==> src/hw/rtl/idst_pkg.sv <==
`timescale 1ns / 1ps
`default_nettype none

package idst_pkg;

  typedef enum logic [1:0] {
    FN_ARM     = 2'd0,
    FN_TAKE    = 2'd1,
    FN_RELEASE = 2'd2,
    FN_QUERY   = 2'd3
  } func_t;

  typedef enum logic [2:0] {
    ST_OK        = 3'd0,
    ST_INVALID   = 3'd1,
    ST_DUPLICATE = 3'd2,
    ST_FULL      = 3'd3,
    ST_NOT_ARMED = 3'd4
  } status_t;

  typedef enum logic {
    S_IDLE = 1'b0,
    S_EXEC = 1'b1
  } ctrl_state_t;

  typedef struct packed {
    logic capture;
    logic commit;
  } dp_cmd_t;

  typedef struct packed {
    logic out_full;
  } dp_stat_t;

endpackage

`default_nettype wire

==> src/hw/rtl/interrupt_delivery_slot_table.sv <==
// Channel  Direction  Handshake              Word
// in       input      in_valid / in_ready    func, driver_id, source_id, service_word
// out      output     out_valid / out_ready  status, present, service_out
//
// Each word is captured and matched against all slots at once in S_IDLE, then
// written back to the table and loaded into the output register in S_EXEC.
// The next word is accepted in the cycle after the write-back, even while a
// result still waits in the output register; a stalled result holds the
// write-back of the following word. Reset (rst_n low at a clock edge) clears
// every slot to unoccupied at once.
`timescale 1ns / 1ps
`default_nettype none

module interrupt_delivery_slot_table
  import idst_pkg::*;
#(
  parameter int SLOT_COUNT   = 8,
  parameter int DRIVER_BITS  = 16,
  parameter int SERVICE_BITS = 32
) (
  input  wire logic                    clk,
  input  wire logic                    rst_n,
  input  wire logic                    in_valid,
  output logic                         in_ready,
  input  wire logic [1:0]              in_func,
  input  wire logic [DRIVER_BITS-1:0]  in_driver_id,
  input  wire logic [7:0]              in_source_id,
  input  wire logic [SERVICE_BITS-1:0] in_service_word,
  output logic                         out_valid,
  input  wire logic                    out_ready,
  output logic [2:0]                   out_status,
  output logic                         out_present,
  output logic [SERVICE_BITS-1:0]      out_service_out
);

  dp_cmd_t  cmd;
  dp_stat_t stat;

  idst_ctrl u_ctrl (
    .clk       (clk),
    .rst_n     (rst_n),
    .in_valid  (in_valid),
    .in_ready  (in_ready),
    .out_ready (out_ready),
    .out_valid (out_valid),
    .cmd       (cmd),
    .stat      (stat)
  );

  idst_datapath #(
    .SLOT_COUNT   (SLOT_COUNT),
    .DRIVER_BITS  (DRIVER_BITS),
    .SERVICE_BITS (SERVICE_BITS)
  ) u_dp (
    .clk             (clk),
    .rst_n           (rst_n),
    .cmd             (cmd),
    .stat            (stat),
    .in_func         (in_func),
    .in_driver_id    (in_driver_id),
    .in_source_id    (in_source_id),
    .in_service_word (in_service_word),
    .out_status      (out_status),
    .out_present     (out_present),
    .out_service_out (out_service_out)
  );

endmodule

`default_nettype wire

==> src/hw/rtl/idst_ctrl.sv <==
`timescale 1ns / 1ps
`default_nettype none

module idst_ctrl
  import idst_pkg::*;
(
  input  wire logic     clk,
  input  wire logic     rst_n,
  input  wire logic     in_valid,
  output logic          in_ready,
  input  wire logic     out_ready,
  output logic          out_valid,
  output dp_cmd_t       cmd,
  output dp_stat_t      stat
);

  ctrl_state_t state_r, state_nxt;
  logic        out_valid_r, out_valid_nxt;

  always_ff @(posedge clk) begin
    if (!rst_n) begin
      state_r     <= S_IDLE;
      out_valid_r <= 1'b0;
    end else begin
      state_r     <= state_nxt;
      out_valid_r <= out_valid_nxt;
    end
  end

  always_comb begin
    state_nxt   = state_r;
    in_ready    = 1'b0;
    cmd.capture = 1'b0;
    cmd.commit  = 1'b0;
    unique case (state_r)
      S_IDLE: begin
        in_ready = 1'b1;
        if (in_valid) begin
          cmd.capture = 1'b1;
          state_nxt   = S_EXEC;
        end
      end
      S_EXEC: begin
        if (!out_valid_r || out_ready) begin
          cmd.commit = 1'b1;
          state_nxt  = S_IDLE;
        end
      end
      default: state_nxt = S_IDLE;
    endcase

    if (cmd.commit) begin
      out_valid_nxt = 1'b1;
    end else if (out_ready) begin
      out_valid_nxt = 1'b0;
    end else begin
      out_valid_nxt = out_valid_r;
    end
  end

  assign out_valid     = out_valid_r;
  assign stat.out_full = out_valid_r;

endmodule

`default_nettype wire

==> src/hw/rtl/idst_datapath.sv <==
`timescale 1ns / 1ps
`default_nettype none

module idst_datapath
  import idst_pkg::*;
#(
  parameter int SLOT_COUNT   = 8,
  parameter int DRIVER_BITS  = 16,
  parameter int SERVICE_BITS = 32
) (
  input  wire logic                    clk,
  input  wire logic                    rst_n,
  input  wire dp_cmd_t                 cmd,
  input  wire dp_stat_t                stat,
  input  wire logic [1:0]              in_func,
  input  wire logic [DRIVER_BITS-1:0]  in_driver_id,
  input  wire logic [7:0]              in_source_id,
  input  wire logic [SERVICE_BITS-1:0] in_service_word,
  output logic [2:0]                   out_status,
  output logic                         out_present,
  output logic [SERVICE_BITS-1:0]      out_service_out
);

  localparam int IDX_BITS = (SLOT_COUNT > 1) ? $clog2(SLOT_COUNT) : 1;

  logic [SLOT_COUNT-1:0]   valid_r;
  logic [DRIVER_BITS-1:0]  driver_r [SLOT_COUNT];
  logic [SERVICE_BITS-1:0] svc_mem  [SLOT_COUNT];

  func_t                   req_func_r;
  logic [DRIVER_BITS-1:0]  req_id_r;
  logic                    req_bad_r;
  logic [SERVICE_BITS-1:0] req_svc_r;
  logic                    hit_r;
  logic [IDX_BITS-1:0]     hit_idx_r;
  logic                    full_r;
  logic [IDX_BITS-1:0]     free_idx_r;
  logic [SERVICE_BITS-1:0] rd_data_r;

  status_t                 out_status_r;
  logic                    out_present_r;
  logic [SERVICE_BITS-1:0] out_service_r;

  logic [SLOT_COUNT-1:0] match_c;
  logic                  hit_c;
  logic [IDX_BITS-1:0]   hit_idx_c;
  logic                  any_free_c;
  logic [IDX_BITS-1:0]   free_idx_c;

  always_comb begin
    hit_c      = 1'b0;
    hit_idx_c  = '0;
    any_free_c = 1'b0;
    free_idx_c = '0;
    for (int i = SLOT_COUNT - 1; i >= 0; i--) begin
      match_c[i] = valid_r[i] && (driver_r[i] == in_driver_id) && (in_driver_id != '0);
      if (match_c[i]) begin
        hit_c     = 1'b1;
        hit_idx_c = IDX_BITS'(i);
      end
      if (!valid_r[i]) begin
        any_free_c = 1'b1;
        free_idx_c = IDX_BITS'(i);
      end
    end
  end

  always_ff @(posedge clk) begin
    if (cmd.capture) begin
      req_func_r <= func_t'(in_func);
      req_id_r   <= in_driver_id;
      req_bad_r  <= (in_driver_id == '0) || (in_source_id == 8'd0);
      req_svc_r  <= in_service_word;
      hit_r      <= hit_c;
      hit_idx_r  <= hit_idx_c;
      full_r     <= !any_free_c;
      free_idx_r <= free_idx_c;
      rd_data_r  <= svc_mem[hit_idx_c];
    end
  end

  status_t                 status_c;
  logic                    do_arm_c;
  logic                    do_clear_c;
  logic [SERVICE_BITS-1:0] sout_c;

  always_comb begin
    status_c   = ST_OK;
    do_arm_c   = 1'b0;
    do_clear_c = 1'b0;
    sout_c     = '0;
    unique case (req_func_r)
      FN_ARM: begin
        priority if (req_bad_r) begin
          status_c = ST_INVALID;
        end else if (hit_r) begin
          status_c = ST_DUPLICATE;
        end else if (full_r) begin
          status_c = ST_FULL;
        end else begin
          do_arm_c = 1'b1;
        end
      end
      FN_TAKE: begin
        if (!hit_r) begin
          status_c = ST_NOT_ARMED;
        end else begin
          do_clear_c = 1'b1;
          sout_c     = rd_data_r;
        end
      end
      FN_RELEASE: begin
        if (!hit_r) begin
          status_c = ST_NOT_ARMED;
        end else begin
          do_clear_c = 1'b1;
        end
      end
      FN_QUERY: status_c = ST_OK;
      default:  status_c = ST_OK;
    endcase
  end

  always_ff @(posedge clk) begin
    if (!rst_n) begin
      valid_r <= '0;
    end else if (cmd.commit) begin
      if (do_arm_c) begin
        valid_r[free_idx_r] <= 1'b1;
      end else if (do_clear_c) begin
        valid_r[hit_idx_r] <= 1'b0;
      end
    end
  end

  always_ff @(posedge clk) begin
    if (cmd.commit && do_arm_c) begin
      driver_r[free_idx_r] <= req_id_r;
      svc_mem[free_idx_r]  <= req_svc_r;
    end
  end

  always_ff @(posedge clk) begin
    if (cmd.commit) begin
      out_status_r  <= status_c;
      out_present_r <= hit_r;
      out_service_r <= sout_c;
    end else if (!stat.out_full) begin
      out_service_r <= '0;
    end
  end

  assign out_status      = out_status_r;
  assign out_present     = out_present_r;
  assign out_service_out = out_service_r;

endmodule

`default_nettype wire

==> config.mk <==
export PLATFORM = sky130hd
export DESIGN_NAME = interrupt_delivery_slot_table
export DESIGN_NICKNAME = d
export VERILOG_FILES = /design/src/hw/rtl/idst_pkg.sv /design/src/hw/rtl/interrupt_delivery_slot_table.sv /design/src/hw/rtl/idst_ctrl.sv /design/src/hw/rtl/idst_datapath.sv
export SDC_FILE = /design/constraint.sdc
export NUM_CORES = 1
export LEC_CHECK = 0
export BUFFER_PORTS_ARGS = -buffer_cell sky130_fd_sc_hd__buf_2
export CORE_MARGIN = 2
export CORE_UTILIZATION = 55
export DETAILED_ROUTE_END_ITERATION = 8
export GPL_ROUTABILITY_DRIVEN = 1
export PLACE_DENSITY = 0.75
export RECOVER_POWER = 100
export SETUP_SLACK_MARGIN = 0.02
export SLEW_MARGIN = 20
export SYNTH_ARGS = -nofsm -noshare
export SYNTH_HDL_FRONTEND = slang
export SYNTH_SLANG_ARGS = --single-unit
export TNS_END_PERCENT = 5
==> constraint.sdc <==
create_clock -name clk -period 5.1 [get_ports clk]
set_input_delay 0.765 -clock clk [delete_from_list [all_inputs] [get_ports clk]]
set_output_delay 0.765 -clock clk [all_outputs]
set_load 0.1 [all_outputs]
==> results of run 1 <==
-- stage by stage --
step | instances | util
finish | 1848 | 0.627
floorplan | 1170 | -
detailed placement | 1754 | 0.585
global placement | 1754 | 0.585
CTS | 1848 | 0.633
global route | 1848 | 0.627
-- flip-flops by register name (all words and copies together) (netlist names) --
register,cells
u_ctrl.out_valid,1
u_dp.hit_idx_r,3
u_dp.req_svc_r,32
u_dp.free_idx_r,3
u_dp.req_id_r,16
u_dp.req_func_r,2
u_ctrl.state_r,1
u_dp.valid_r,8
u_dp.full_r,1
u_dp.svc_mem,256
u_dp.hit_r,1
u_dp.out_status,3
u_dp.req_bad_r,1
u_dp.out_present,1
u_dp.out_service_out,32
u_dp.driver_r,128
u_dp.rd_data_r,32
-- area by class of cell --
cell class	instances	area share
clock buffers	58	0.0547
clock inverters	36	0.0220
inverters	5	0.000801
multi-input cells	595	0.204
flip-flops and latches	521	0.663
well taps	511	0.0273
repair buffers	122	0.0282
-- power groups by stage --
stage               clock network (mW)  logic (mW)  registers, mW
floorplan                            0       0.133           5.06
global placement                     0       0.390           4.93
detailed placement                   0       0.391           4.94
CTS                               4.03       0.392           4.85
global route                      4.18       0.401           4.86
finish                            3.97       0.384           4.85
-- path summary, 6_finish.rpt --
kind / from / end / slack, ps / depth (start not counted)
max: u_dp.req_func_r[1]$_DFFE_PP_ / u_dp.driver_r[7][2]$_DFFE_PP_ / 780 / 6
min: in_service_word[17] / u_dp.req_svc_r[17]$_DFFE_PP_ / 330 / 1
max reg2reg: u_dp.req_func_r[1]$_DFFE_PP_ / u_dp.driver_r[7][2]$_DFFE_PP_ / 780 / 6
min reg2reg: u_dp.rd_data_r[13]$_DFFE_PP_ / u_dp.out_service_out[13]$_SDFFCE_PN0P_ / 520 / 1
-- cell usage in the layout (no fill, tap or decap), drive strengths merged, types with 28 or more instances in the layout --
| cell | instances |
|---|---|
| nor4 | 28 |
| nor2 | 29 |
| mux2 | 64 |
| edfxtp | 511 |
| xor2 | 53 |
| mux2i | 64 |
| and2 | 36 |
| o22ai | 32 |
| a221oi | 33 |
| xnor2 | 79 |
| nand4 | 29 |
| clkbuf | 128 |
| buf | 52 |
| nand3 | 28 |
-- synthesized netlist by cell type, types with 4 or more instances --
cell type and instances:
buf_4 19, or3_1 4, edfxtp_1 511, nand2b_1 7
clkbuf_1 14, a21boi_0 4, and2_1 36, nor4b_1 10
dfxtp_1 10, a21oi_1 6, xnor2_1 79, buf_6 5
buf_2 9, mux2i_1 64, inv_1 5, nor2_1 29
nand4_1 29, a221oi_2 30, xor2_1 53, o22ai_1 32
nand4b_1 7, nor3_1 5, mux2_2 32, and3_1 11
mux2_1 32, nand2_1 22, nand3b_1 4, nand3_1 28
nor2b_1 7, nor4_1 28, o21ai_0 7
-- cell families after synthesis --
| group | after synthesis | synth area share |
|---|---|---|
| flip-flops | 521 | 0.751 |
| AND/OR/NAND/NOR | 240 | 0.0678 |
| XOR/XNOR | 132 | 0.0559 |
| multiplexers | 128 | 0.0658 |
| AO/OA/AOI/OAI | 92 | 0.0409 |
| buffers and inverters | 54 | 0.0167 |
| adder cells (fa/ha/maj) | 3 | 0.00181 |
-- metal layers --
metal,part of all wire,vias to the layer above,global-route usage
li1,-,4830,-
met1,0.43,5483,0.353
met2,0.45,490,0.349
met3,0.085,90,0.0508
met4,0.034,4,0.0972
met5,0.00050,-,0
-- worst register-to-register path: stages (launching register included) --
cell and delay, ps:
edfxtp_1 380, inv_1 120, ha_1 150, nor4b_1 600, nand3_1 360, nor2_1 730
clkbuf_1 1540
==> metrics.yaml, run 1 <==
detailed_routing:
  ant_nets: 0
  wirelength_um: 46100
  wire_per_inst_um: 24.9
  drc: 0
  first_pass_iters: 5
  vias: 10900
  routed_via_density: 5.90
  drt_iter0_markers: 956
power_and_ir_drop:
  pwr-share-clk: 0.432
  total_power_mw: 9.21
  p_int_mw: 7.23
  peakVddDrop_mv: 0.368
  switching_share: 0.214
  seq_power_share: 0.527
  switchingPower_mw: 1.97
  power_leakage_nw: 8.00
  combPwrFrac: 0.042
  powerDensity_nw_per_um2: 393
hold_path:
  hp-class: "in -> reg"
timing:
  relSlewSlack: -0.824
  skew_ps: 35.2
  fin_crit_ps: 4320
  fin_crit_sh: 0.846
  worstMarginPinSlew_ps: 2730
  timing.fmax_mhz: 232
  rsz0062_at_grt: "false"
  setup_tns_ps: 0
  slew_violations: 271
  worst_slack_ps: 783
  finalSetupViolCount: 0
  timing.hold.ws_ps: 327
  finalHoldViolCount: 0
worst_setup_path:
  crit_type: "reg -> reg"
  worstPathCellList: "inv_1 -> ha_1 -> nor4b_1 -> nand3_1 -> nor2_1 -> clkbuf_1"
  cp.required_ps: 5260
  cp_top_family: "simple AND/OR/NAND/NOR gates"
  crit_slowest_cell: "clkbuf_1"
  worstSetupStartpointType: "flip-flop"
  crit_path_max_fanout: 27
  arrival_ps: 4480
  end_kind: "flip-flop"
  crit_buf_inv: 2
  slowest_delay_ps: 1540
clock_tree:
  cts_tree: "yes"
  htree_levels: 2
  cts-root-buf: "clkbuf_16"
  clk_latency_ps: 610
  clockBufferDepth: 3
  cts_made_buffers: 50
  post_cts_resize_count: 0
  path_clk_slew_ps: 70
  cts_setup_buffers: 0
  cts.sinks: 521
  hold_buffers: 0
synthesis:
  yosysSeqAreaShare: 0.751
  synth-main-ff-cell: "edfxtp_1"
  ys_ff_latch: 521
  synth_cells: 1170
  synthDistinctLibCells: 48
  synth_edf_count: 511
  syn_area_um2: 20700
  synth-async-reset-ratio: 0
  yosysTopAreaCellShare: 0.741
  ys_warn_count: 0
  syn_nets: 1235
  synthTopCellsByArea: "edfxtp_1 74%, xnor2_1 3.3%, mux2i_1 3.1%"
  synth_top_area_cell: "edfxtp_1"
  syn_area_per_cell_um2: 17.7
layout:
  seq_area_um2: 15500
  drive_above_1_share: 0.142
  area.growth.synth_to_final_pct: 13.3
  multiInputGateArea_um2: 4780
  design_area_um2: 23400
  final_nets: 1360
  diodes: 0
  fillers: 2625
global_route:
  track_usage: 0.239
  overflow: 0
  grt_max_degree: 70
  grt_pass1_vias: 10600
  antenna_found_initial: 3
  grt_pass1_wl_um: 67300
place:
  port_buffers: 99
  pre_cts_ws_ps: 489
  gp_congestion: 0.963
  dp_hpwl_um: 26900
  placed_cell_area_um2: 21900
status:
  status: "finished, violations left"
  violations: "max-capacitance violations, max-slew violations"
die:
  ioPinCount: 100
  die_h_um: 198
  fp.dieW_um: 198
  start_util: 0.553
  core_um2: 37400
  num_rows: 71
  die-area_um2: 39200
job:
  cap_violations: 9
No activity file was read; power rests on OpenSTA's default activity.
==> run 2: changes to the inputs <==
clock period = 3.8 ns   (was 5.1 ns; I/O delays follow)
==> run 2 against run 1 <==
The flow still finishes with violations (max-capacitance violations, max-slew violations). Combinational power rose by 40%. Via count up 3.4%. Final area rose by 2.7%. Register-to-register slack worse by 390 ps. Die area stayed put. Non-clock buffer count rose by 71. Sequential share of layout area fell by 1.8 points. Global-route usage up 0.59 points. Clock skew down 17 ps. Setup slack got worse by 530 ps. Clock-buffer cell count shrank 3. Largest cell class unchanged. Largest power group unchanged.
==> metrics.yaml, run 2 (synthesis gave the netlist of run 1 again) <==
status:
  status: "finished, violations left"  # unchanged
  violations: "max-capacitance violations, max-slew violations"  # unchanged
layout:
  largest_reg_flops: 256  # unchanged
  drive_above_1_share: 0.193  # was 0.142
  final_cell_mix: "511 x edfxtp_1, 79 x xnor2_1, 67 x clkbuf_1"  # was 511 x edfxtp_1, 79 x xnor2_1, 75 x clkbuf_1
  largestRegisters: "u_dp.svc_mem (256), u_dp.driver_r (128)"  # unchanged
  design_area_um2: 24100  # was 23400 um^2
  mostFrequentLayoutCell: "edfxtp_1"  # unchanged
  area.growth.synth_to_final_pct: 16.4  # was 13.3%
  regMostFlops: "u_dp.svc_mem"  # unchanged
  final_nets: 1431  # was 1360
  fillers: 2560  # was 2625
detailed_routing:
  route.top_layer_used: "met4"  # was met5
  drt_iter0_markers: 1129  # was 956
  drc: 0  # unchanged
  first_pass_iters: 5  # unchanged
  vias: 11300  # was 10.9k
  wirelength_um: 46900  # was 46100 um
  dr_wl_met2_um: 21600  # was 20600 um
  ant_nets: 0  # unchanged
  wire_per_inst_um: 24.4  # was 24.9 um
  wl_met1_um: 19900  # was 20000 um
  wl_met3_um: 4120  # was 3920 um
  routed_via_density: 5.87  # was 5.90
clock_tree:
  clk_latency_ps: 600  # was 610 ps
  cts.sinks: 521  # unchanged
  cts-root-buf: "clkbuf_16"  # unchanged
  htree_levels: 2  # unchanged
  hold_buffers: 0  # unchanged
  cts_made_buffers: 50  # unchanged
  clockBufferDepth: 3  # unchanged
  path_clk_slew_ps: 60  # was 70 ps
  cts_tree: "yes"  # unchanged
  post_cts_resize_count: 0  # unchanged
  cts_setup_buffers: 0  # unchanged
job:
  cap_violations: 3  # was 9
worst_setup_path:
  reg2reg_slack_ps: 390  # was 780 ps
  crit_path_max_fanout: 12  # was 27
  cp.required_ps: 4120  # was 5260 ps
  worstSetupStartpointType: "input pin"  # was flip-flop
  crit_type: "in -> reg"  # was reg -> reg
  end_kind: "flip-flop"  # unchanged
  arrival_ps: 3870  # was 4480 ps
timing:
  finalSetupViolCount: 0  # unchanged
  worst_slack_ps: 250  # was 783 ps
  skew_ps: 18.2  # was 35.2 ps
  rsz0062_at_grt: "false"  # unchanged
  fin_crit_sh: 0.934
  fin_crit_ps: 3550
  worstMarginPinSlew_ps: 2690  # was 2730 ps
  timing.fmax_mhz: 282
  relSlewSlack: -0.794  # was -0.824
  setup_tns_ps: 0  # unchanged
  finalHoldViolCount: 0  # unchanged
  slew_violations: 91  # was 271
  timing.hold.ws_ps: 143  # was 327 ps
global_route:
  overflow: 0  # unchanged
  grt_pass1_wl_um: 69700  # was 67300 um
  antenna_found_initial: 1  # was 3
  grt_max_degree: 50  # was 70
  track_usage: 0.245  # was 0.239
  grt_pass1_vias: 11400  # was 10.6k
power_and_ir_drop:
  power_leakage_nw: 8.38  # was 8.00 nW
  peakVddDrop_mv: 0.502  # was 0.368 mV
  powerDensity_nw_per_um2: 515  # was 393 nW/um^2
  total_power_mw: 12.4  # was 9.21 mW
hold_path:
  hp-class: "in -> reg"  # unchanged
place:
  placed_cell_area_um2: 22600  # was 21900 um^2
  dp_hpwl_um: 28900  # was 26900 um
  pre_cts_ws_ps: -108  # was 489 ps
  port_buffers: 99  # unchanged
  gp_congestion: 0.901  # was 0.963
die:
  core_um2: 37400  # unchanged
  fp.dieW_um: 198  # unchanged
  start_util: 0.553  # unchanged
  die-area_um2: 39200  # unchanged
  num_rows: 71  # unchanged
  die_h_um: 198  # unchanged
  ioPinCount: 100  # unchanged
==> run 2: power breakdown <==
part | switching (mW) | internal [mW] | leakage (nW) | total [mW]
logic | 0.418 | 0.122 | 2.70 | 0.539
clock network | 2.15 | 3.22 | 0.868 | 5.37
registers | 0.0903 | 6.42 | 4.82 | 6.51
==> run 2: metal layers <==
metal | global-route usage | up-vias
li1 | - | 4985
met1 | 0.352 | 5667
met2 | 0.380 | 542
met3 | 0.0455 | 78
met4 | 0.0849 | 0
met5 | 0 | -
==> run 2: per-stage QoR <==
step | util | instances
after floorplan | - | 1170
after global placement | 0.605 | 1825
after detailed placement | 0.605 | 1825
after CTS | 0.653 | 1919
after global routing | 0.644 | 1919
final | 0.644 | 1920
==> run 2: worst max-delay path, stage by stage <==
cell      delay, ps
buf_2           120
clkbuf_1        540
xor2_1          200
nor4_1          530
nand3_1         120
or4_1           500
o21ai_1         240
a221oi_4        120
buf_12          180
buf_12          150
mux2_1          330
o22ai_1         170
a221oi_1         80
==> run 2: path summary, 6_finish.rpt <==
| check | startpoint | cells past startpoint | to |
|---|---|---|---|
| worst max-delay path | in_driver_id[12] | 13 | u_dp.rd_data_r[6]$_DFFE_PP_ |
| worst min-delay path | in_service_word[21] | 1 | u_dp.req_svc_r[21]$_DFFE_PP_ |
| worst max register to register | u_dp.req_func_r[0]$_DFFE_PP_ | 7 | u_dp.svc_mem[2][16]$_DFFE_PP_ |
| worst min register to register | u_ctrl.state_r$_SDFF_PN0_ | 2 | u_ctrl.out_valid$_SDFFE_PN0P_ |
==> run 2: final cells by class <==
type,instances,area (um^2),area share
Tap cell,511,639,0.0266
Antenna cell,1,2.50,0.000104
Timing Repair Buffer,193,1260,0.0525
Sequential cell,521,15500,0.646
Clock buffer,55,1290,0.0536
Clock inverter,39,505,0.0210
Multi-Input combinational cell,595,4810,0.200
Inverter,5,18.8,0.000779
